### src/hdl/spq_pkg.sv
// Shared types and constants for the sorted-array priority queue.
`timescale 1ns / 1ps
`default_nettype none
package spq_pkg;

  // Built depth of the cell chain by default
  localparam int unsigned DepthDef = 8;
  localparam int unsigned DataW    = 32;
  localparam int unsigned CapW     = 4;
  localparam int unsigned StatW    = 2;
  localparam int unsigned CountW   = 4;

  localparam logic [CapW-1:0] CapReset = CapW'(8);

  // Operation codes
  localparam logic OpEnq = 1'b0;
  localparam logic OpDeq = 1'b1;

  // Status codes
  localparam logic [StatW-1:0] StEnqueued = 2'd0;
  localparam logic [StatW-1:0] StFull     = 2'd1;
  localparam logic [StatW-1:0] StDequeued = 2'd2;
  localparam logic [StatW-1:0] StEmpty    = 2'd3;

  localparam logic signed [DataW-1:0] EmptyValue = -32'sd1;

  // Input beat
  typedef struct packed {
    logic                    operation;
    logic signed [DataW-1:0] item_value;
  } spq_in_t;

  // Result beat
  typedef struct packed {
    logic signed [DataW-1:0] result_value;
    logic [StatW-1:0]        status;
    logic [CountW-1:0]       entry_count;
  } spq_out_t;

  // Chain-wide control broadcast to every cell
  typedef struct packed {
    logic insert;   // enqueue accepted and not refused
    logic remove;   // dequeue accepted on a non-empty queue
  } spq_ctrl_t;

endpackage
`default_nettype wire

### src/hdl/spq_cell.sv
// One cell of the sorted chain: holds one entry and trades with its neighbors.
`timescale 1ns / 1ps
`default_nettype none
module spq_cell
  import spq_pkg::*;
(
  input  wire                     clk_i,
  input  spq_ctrl_t               ctrl_i,
  input  wire                     occ_i,
  input  wire signed [DataW-1:0]  new_value_i,
  input  wire signed [DataW-1:0]  left_value_i,
  input  wire                     left_ge_i,
  input  wire signed [DataW-1:0]  right_value_i,
  output logic signed [DataW-1:0] value_o,
  output logic                    ge_o
);

  logic signed [DataW-1:0] value_q, value_d;

  // Stay in front of the new value when occupied and not smaller
  assign ge_o = occ_i && (value_q >= new_value_i);

  // Keep, take new value, take left neighbor, or take right neighbor
  always_comb begin
    value_d = value_q;
    if (ctrl_i.insert) begin
      if (!ge_o) begin
        value_d = left_ge_i ? new_value_i : left_value_i;
      end
    end else if (ctrl_i.remove) begin
      value_d = right_value_i;
    end
  end

  always_ff @(posedge clk_i) begin
    value_q <= value_d;
  end

  assign value_o = value_q;

endmodule
`default_nettype wire

### src/hdl/sorted_array_priority_queue_core.sv
// Top level of the sorted-array priority queue: count, capacity and cell chain.
// The result beat shows on done_o in the cycle after start is taken.
// Throughput: one operation per cycle; every cell compares and shifts in the
// same cycle, so busy stays low.
// Reset: count clears to zero, capacity limit returns to 8, no result pending.
// The receiver cannot stall; each result beat lasts exactly one cycle.
`timescale 1ns / 1ps
`default_nettype none
module sorted_array_priority_queue_core
  import spq_pkg::*;
#(
  parameter int unsigned DEPTH = DepthDef
) (
  input  wire              clk_i,
  input  wire              rst_ni,
  input  wire              start,
  output logic             busy,
  input  spq_in_t          in_i,
  output logic             done_o,
  output spq_out_t         result_o,
  input  wire              cfg_we_i,
  input  wire [CapW-1:0]   cfg_wdata_i
);

  localparam int unsigned CntW = $clog2(DEPTH + 1);
  localparam int unsigned CmpW = (CntW > CapW) ? CntW : CapW;

  logic [CntW-1:0] count_q, count_d;
  logic [CapW-1:0] cap_q;
  logic            done_q;
  spq_out_t        result_q, result_d;

  logic                    accept;
  logic                    full;
  logic                    empty;
  spq_ctrl_t               ctrl;
  logic [DEPTH-1:0]        occ;
  logic [DEPTH-1:0]        ge;
  logic signed [DataW-1:0] cell_value [DEPTH];

  assign busy   = 1'b0;
  assign accept = start && !busy;

  // Refuse when count reaches the limit or the built depth
  assign full  = (CmpW'(count_q) >= CmpW'(cap_q)) || (CmpW'(count_q) >= CmpW'(DEPTH));
  assign empty = (count_q == '0);

  assign ctrl = '{insert: accept && (in_i.operation == OpEnq) && !full,
                  remove: accept && (in_i.operation == OpDeq) && !empty};

  // Build the cell chain
  for (genvar i = 0; i < DEPTH; i++) begin : g_cell
    logic signed [DataW-1:0] left_value;
    logic                    left_ge;
    logic signed [DataW-1:0] right_value;

    assign occ[i] = (CmpW'(count_q) > CmpW'(i));

    if (i == 0) begin : g_head
      assign left_value = in_i.item_value;
      assign left_ge    = 1'b1;
    end else begin : g_body
      assign left_value = cell_value[i-1];
      assign left_ge    = ge[i-1];
    end

    if (i == DEPTH - 1) begin : g_tail
      assign right_value = cell_value[i];
    end else begin : g_mid
      assign right_value = cell_value[i+1];
    end

    spq_cell u_cell (
      .clk_i         (clk_i),
      .ctrl_i        (ctrl),
      .occ_i         (occ[i]),
      .new_value_i   (in_i.item_value),
      .left_value_i  (left_value),
      .left_ge_i     (left_ge),
      .right_value_i (right_value),
      .value_o       (cell_value[i]),
      .ge_o          (ge[i])
    );
  end

  // Next count
  always_comb begin
    count_d = count_q;
    if (ctrl.insert) begin
      count_d = count_q + CntW'(1);
    end else if (ctrl.remove) begin
      count_d = count_q - CntW'(1);
    end
  end

  // Form the result beat
  always_comb begin
    result_d.result_value = '0;
    result_d.status       = StEnqueued;
    if (in_i.operation == OpEnq) begin
      result_d.status = full ? StFull : StEnqueued;
    end else if (empty) begin
      result_d.result_value = EmptyValue;
      result_d.status       = StEmpty;
    end else begin
      result_d.result_value = cell_value[0];
      result_d.status       = StDequeued;
    end
    result_d.entry_count = CountW'(CmpW'(count_d));
  end

  always_ff @(posedge clk_i or negedge rst_ni) begin
    if (!rst_ni) begin
      count_q <= '0;
      cap_q   <= CapReset;
      done_q  <= 1'b0;
    end else begin
      count_q <= count_d;
      done_q  <= accept;
      if (cfg_we_i) begin
        cap_q <= cfg_wdata_i;
      end
    end
  end

  // Result payload holds no reset
  always_ff @(posedge clk_i) begin
    if (accept) begin
      result_q <= result_d;
    end
  end

  assign done_o   = done_q;
  assign result_o = result_q;

  // Every accepted beat gives exactly one result beat next cycle
  a_one_result: assert property (@(posedge clk_i) disable iff (!rst_ni)
    accept |=> done_o)
    else $error("accepted beat gave no result");

  a_no_spurious: assert property (@(posedge clk_i) disable iff (!rst_ni)
    !accept |=> !done_o)
    else $error("result without accepted beat");

  // Count never passes the built depth
  a_count_bound: assert property (@(posedge clk_i) disable iff (!rst_ni)
    CmpW'(count_q) <= CmpW'(DEPTH))
    else $error("count beyond depth");

  // A refused enqueue or empty dequeue leaves the count alone
  a_hold_count: assert property (@(posedge clk_i) disable iff (!rst_ni)
    (accept && !ctrl.insert && !ctrl.remove) |=> $stable(count_q))
    else $error("count moved on refused beat");

  // Insert and remove never fire together
  a_ctrl_excl: assert property (@(posedge clk_i) disable iff (!rst_ni)
    !(ctrl.insert && ctrl.remove))
    else $error("insert and remove together");

endmodule
`default_nettype wire

### config.mk
export PLATFORM = sky130hd
export DESIGN_NAME = sorted_array_priority_queue_core
export DESIGN_NICKNAME = d
export VERILOG_FILES = /design/src/hdl/spq_pkg.sv /design/src/hdl/spq_cell.sv /design/src/hdl/sorted_array_priority_queue_core.sv
export SDC_FILE = /design/constraint.sdc
export NUM_CORES = 1
export LEC_CHECK = 0
export CORE_UTILIZATION = 60
export DETAILED_ROUTE_END_ITERATION = 6
export DONT_BUFFER_PORTS = 1
export PLACE_DENSITY_LB_ADDON = 0.25
export SLEW_MARGIN = 20
export SYNTH_ARGS = -nofsm -noshare
export SYNTH_HDL_FRONTEND = slang
export SYNTH_SLANG_ARGS = --single-unit
### constraint.sdc
create_clock -name clk_i -period 9.8 [get_ports clk_i]
set_clock_uncertainty 0.15 [all_clocks]
set_input_delay 0.49 -clock clk_i [delete_from_list [all_inputs] [get_ports clk_i]]
set_output_delay 0.49 -clock clk_i [all_outputs]
set_load 0.02 [all_outputs]
Yosys cells after proc, flatten, opt, wreduce, memory -nomap -nowiden
Index checks and enable logic that the tools add are counted.
- eq/ne operators: 7
- muxes and demuxes: 33
- reductions and logical operators: 25
- add/sub/neg operators: 2
- $lt $le $gt $ge: 18
- bitwise operators: 2
- operator list (kind ; number):
    two-way mux 32 bit ; 28
    >= comparator 32 bit ; 8
    two-way mux 34 bit ; 1
    > comparator 4 x 3 -> 1 bit, second input constant ; 4
    AND reduction 2 bit ; 8
    inequality test 2 bit, second input constant ; 7
    logical AND 1 bit ; 12
    > comparator 4 x 1 -> 1 bit, second input constant ; 2
    > comparator 4 x 2 -> 1 bit, second input constant ; 2
    two-way mux 4 bit ; 2
    adder 4 x 1 -> 4 bit, second input constant ; 1
    >= comparator 4 bit ; 1
    >= comparator 4 bit, second input constant ; 1
    logical NOT 4 bit ; 1
    subtractor 4 x 1 -> 4 bit, second input constant ; 1
    logical NOT 1 bit ; 2
    two-way mux 2 bit ; 1
    NOT 1 bit ; 2
    nonzero test 2 bit ; 1
    logical OR 1 bit ; 1
    two-way mux 1 bit ; 1
- input bits: 41
- word-level logic and storage cells: 101
- register bits: 303

Longest topological paths before layout
- word-level depth: 6
- mapped depth: 13

Modules after synthesis
Synthesis repeated with hierarchy kept, for this count alone.
- cell total of the unflattened synthesis: 2202
- area, all modules: 21851.0 µm²
- modules (own cells, without submodules) (module ; times used ; area an instance (µm²) ; sequential area each (µm²) ; cells an instance):
    spq_cell ; 8 ; 2477.4 ; 960.9 ; 257
    sorted_array_priority_queue_core ; 1 ; 2031.9 ; 1367.6 ; 146

Worst setup path after synthesis
Ideal clock, no wire load.
- path kind: input port to flip-flop
- from: input in_i[29] (netlist bit)
- to: register g_cell[0].u_cell.value_q[0], enable pin
- buffers on the path: 1
- data required time: 9.180 ns
- path slack: 4.261 ns
- arrival time: 4.919 ns
- cell stages on the path: 9
- cells stage by stage: inv_1 > ha_1 > a21o_1 > a21o_1 > a221o_1 > a211oi_1 > mux2_2 > clkbuf_1 > o31ai_1
- word-level cells in the longest chain between the ends: 4
- ends and longest elaborated chain (element ; RTL line ; text):
    from (decl) ; sorted_array_priority_queue_core.sv:18 ; input spq_in_t in_i,
    >= comparator 32 bit ; spq_cell.sv:21 ; assign ge_o = occ_i && (value_q >= new_value_i);
    logical AND 1 bit ; spq_cell.sv:21 ;
    inequality test 2 bit (no line) ; - ;
    AND reduction 2 bit (no line) ; - ;
    to (signal assigned) ; spq_cell.sv:36 ; value_q <= value_d;
    to (decl) ; spq_cell.sv:18 ; logic signed [DataW-1:0] value_q, value_d;
No other way between the ends.
A chain may end at the register's enable or synchronous reset.

Worst setup path in the final report
- from: register count_q[0]
- to: register g_cell[6].u_cell.value_q[5], enable pin
- word-level cells in the longest chain between the ends: 6
- ends and longest elaborated chain (element ; RTL line ; text):
    from (decl) ; sorted_array_priority_queue_core.sv:28 ; logic [CntW-1:0] count_q, count_d;
    from (signal assigned) ; sorted_array_priority_queue_core.sv:118 ; count_q <= count_d;
    >= comparator 4 bit ; sorted_array_priority_queue_core.sv:45 ; assign full = (CmpW'(count_q) >= CmpW'(cap_q)) || (CmpW'(count_q) >= CmpW'(DEPTH));
    logical OR 1 bit ; sorted_array_priority_queue_core.sv:45 ;
    logical NOT 1 bit ; sorted_array_priority_queue_core.sv:48 ; assign ctrl = '{insert: accept && (in_i.operation == OpEnq) && !full,
    logical AND 1 bit ; sorted_array_priority_queue_core.sv:48 ;
    inequality test 2 bit (no line) or nonzero test 2 bit (tied branches) ; - ;
    AND reduction 2 bit (no line) * ; - ;
    to (signal assigned) ; spq_cell.sv:36 ;
    to (decl) ; spq_cell.sv:18 ;
Mark *: on every way between the ends. The rest lies on a longest branch, timed or not.

==> metrics.yaml <==
global_routing:
  grt_antenna_before_repair: 0
  grt_start_max_net_pins: 111
  globalRouteOverflowTotal: 0
  grt_pass1_wl_um: 98100
  first_global_vias: 17147
  track_usage_pct: 35.6
critical_path:
  cp.arrival_ps: 4840
  cp-start-kind: "flip-flop"
  critical_path_required_ps: 9830
  path_class: "flip-flop to flip-flop"
  worst_setup_path_end_kind: "flip-flop"
  worstPathMaxFanout: 73
yosys:
  async_flop_share_pct: 2.97
  synth_top_cell_by_area: "sky130_fd_sc_hd__edfxtp_1"
  yosysUniqueCellTypes: 62
  yosys_top_cell_area_share_pct: 42.3
  syn_avg_cell_area_um2: 10.1
  synth_cells: 2067
  synth_enable_flop_cells: 294
  yosys_register_bits: 303
  yosys-top-cells-area: "sky130_fd_sc_hd__edfxtp_1 42%, sky130_fd_sc_hd__ha_1 14%, sky130_fd_sc_hd__mux2i_1 4.6%, sky130_fd_sc_hd__nand2_1 4.5%, sky130_fd_sc_hd__o21ai_0 4.1%"
  yosysWarnings: 0
  postSynthNetCount: 2339
  synth_sequential_area_ratio_pct: 43.4
  synthFlopType: "sky130_fd_sc_hd__edfxtp_1"
  netlist_area_mm2: 0.0208
floorplan:
  die_h_um: 188
  floorplan.initialDensity_pct: 61.6
  floorplan.core_area_mm2: 0.0339
  rows: 67
  ioPinCount: 81
  floorplan.die_area_mm2: 0.0355
  dieWidth_um: 188
layout:
  layout.cell_area.non_filler_mm2: 0.0223
  drive_above_1_share_pct: 5.09
  nets: 2271
  fin_util_pct: 65.9
  flow.area_growth_from_synthesis_pct: 7.08
  layout.filler_cells: 2685
  antenna_diode_count: 0
  layout_commonest_cell: "sky130_fd_sc_hd__edfxtp_1"
  layout_common_cells: "294 x sky130_fd_sc_hd__edfxtp_1, 250 x sky130_fd_sc_hd__nand2_1, 230 x sky130_fd_sc_hd__ha_1"
detailed_routing:
  wirelength_um: 63700
  drt_pre_antenna_iters: 6
  drc: 0
  drt-initial-drc-count: 1955
  vias_per_cell: 7.10
  routed-via-count: 17547
  route.detailed.wl_per_inst_um: 25.8
  drtAntennaViolNets: 0
clock_tree:
  clkSlewWorstSetupHoldPaths_ps: 70
  cts_sinks: 303
  clock_latency_ps: 540
  htree_num_levels: 2
  clock_tree_from_tritoncts: "yes"
  cts_inserted_buffers: 35
  cts-root-to-sink-buffers: 3
  cts_repair_resize_count: 0
  clock-root-buffer: "sky130_fd_sc_hd__clkbuf_16"
run_status:
  outcome: "finished, final reports clean"
sta:
  setup-violations-final: 0
  timing.max_slew.rel_slack_pct: 23.8
  finalMaxSlewViolations: 0
  timing_worst_slew_pin_value_ps: 1140
  finalHoldViolCount: 0
  fmaxAchievable_mhz: 208
  unrepaired_setup_endpoints_after_global_routing: "false"
  min_period_ps: 4810
  tns_ps: 0
  timing.final.crit_share_pct: 49.1
placement:
  placed_area_mm2: 0.0212
  place_hpwl_um: 44200
  placement.io_buffers: 0
  globalplace.congestion: 0.983
worst_hold_path:
  holdCritPathClass: "primary input to flip-flop"
pwr:
  static-leakage-power_uw: 0.00891
  cellPowerDensity_mw_per_mm2: 281
  peakVddDrop_uv: 152
flow_run:
  reported_max_cap_violation_count: 0
==> final cells by class <==
type / count / area, µm² / share of cell area (%)
sequential: 303 / 9050 / 40.6
inverter: 54 / 208 / 0.930
timing repair buffer: 39 / 334 / 1.50
clock buffer: 47 / 963 / 4.32
clock inverter: 15 / 71.3 / 0.319
tap: 448 / 561 / 2.51
multi-input combinational: 1566 / 11100 / 49.9
==> flip-flops by register name (all words and copies together) (netlist names) <==
register,flops
g_cell.u_cell.value_o,256
result_o,38
cap_q,4
count_q,4
done_o,1
==> what timing repair did <==
action                                  CTS  global route
endpoints found under the hold margin    53             0
buffers inserted                          0             0
endpoints found under the setup margin    0             0
hold buffers                              8             0
==> path summary, 6_finish.rpt <==
kind / start / endpoint / slack (ps) / cells past startpoint
min in group asynchronous: rst_ni / count_q[0]$_DFF_PN0_ / 200 / 1
max: count_q[0]$_DFF_PN0_ / g_cell[6].u_cell.value_o[5]$_DFFE_PP_ / 4990 / 12
max in group asynchronous: rst_ni / cap_q[3]$_DFFE_PN1P_ / 8980 / 1
max reg2reg: count_q[0]$_DFF_PN0_ / g_cell[6].u_cell.value_o[5]$_DFFE_PP_ / 4990 / 12
min reg2reg: cap_q[0]$_DFFE_PN0P_ / cap_q[0]$_DFFE_PN0P_ / 370 / 1
min: in_i[32] / result_o[24]$_SDFFCE_PN0P_ / 10 / 1
==> routing by layer <==
layer,up-vias,wire (µm),global-route usage (%),part of all wire [%]
met1,8378,23800,44.5,37
met5,-,0,0,0
li1,7858,-,-,-
met4,0,3760,20.1,5.9
met2,1049,30400,59.0,48
met3,262,5640,5.57,8.9
==> per-stage QoR <==
stage / std cells / hold WS, ps / setup WS, ps / power (µW)
floorplan: 2067 / 44.4 / 4260 / 4170
global placement: 2401 / 44.6 / 5160 / 4840
detailed placement: 2401 / 44.6 / 5000 / 4950
CTS: 2471 / 2.04 / 5100 / 6180
global route: 2472 / 7.90 / 4730 / 6580
finish: 2472 / 13.8 / 4990 / 6260
==> report_power, final <==
| part | leakage, µW | total, µW | switching, µW | internal [µW] |
|---|---|---|---|---|
| clock network | 0.000494 | 1230 | 539 | 689 |
| registers | 0.00290 | 2360 | 385 | 1980 |
| logic | 0.00552 | 2670 | 1700 | 978 |
| total | 0.00891 | 6260 | 2620 | 3640 |
==> worst max-delay path, cell delays in order, from the launching register on <==
cell	delay (ps)
sky130_fd_sc_hd__dfrtp_1	480
sky130_fd_sc_hd__inv_1	130
sky130_fd_sc_hd__ha_1	300
sky130_fd_sc_hd__nand2b_1	150
sky130_fd_sc_hd__a21o_1	200
sky130_fd_sc_hd__a21o_1	170
sky130_fd_sc_hd__a21oi_1	290
sky130_fd_sc_hd__nand2_4	370
sky130_fd_sc_hd__buf_4	500
sky130_fd_sc_hd__buf_4	440
sky130_fd_sc_hd__nand2_1	270
sky130_fd_sc_hd__o21a_1	480
sky130_fd_sc_hd__buf_4	450
==> synthesized netlist by cell type (all sizes together) (3+ instances only) <==
library cell	instances
edfxtp	294
nand2	251
ha	231
o21ai	197
clkbuf	122
a21oi	118
mux2i	96
nand3	74
and2	66
a21o	65
nand4	63
nor2	57
inv	52
o21a	42
o211ai	40
nor4	37
a221o	34
a31oi	34
o2111ai	34
a311oi	33
buf	22
nand2b	12
dfrtp	8
nor3	8
or3	7
nor2b	6
a211oi	5
o221ai	5
a221oi	4
a22oi	4
and3	4
o31ai	4
and4	3
mux2	3
o211a	3
o21bai	3
o22ai	3
or2	3
or4	3
==> cells by family (layout without fill, tap and decap cells) <==
group                    after synthesis  in the layout  synth area share [%]
AO/OA/AOI/OAI                        636            636                  20.1
AND/OR/NAND/NOR                      596            596                  13.8
flip-flops                           303            303                  43.4
adder cells (fa/ha/maj)              231            231                  13.9
buffers and inverters                198            155                  3.93
multiplexers                          99             99                  4.77
XOR/XNOR                               3              3                 0.126
other                                  1              1                0.0180
Note: power is estimated with default switching activity, not from simulation.
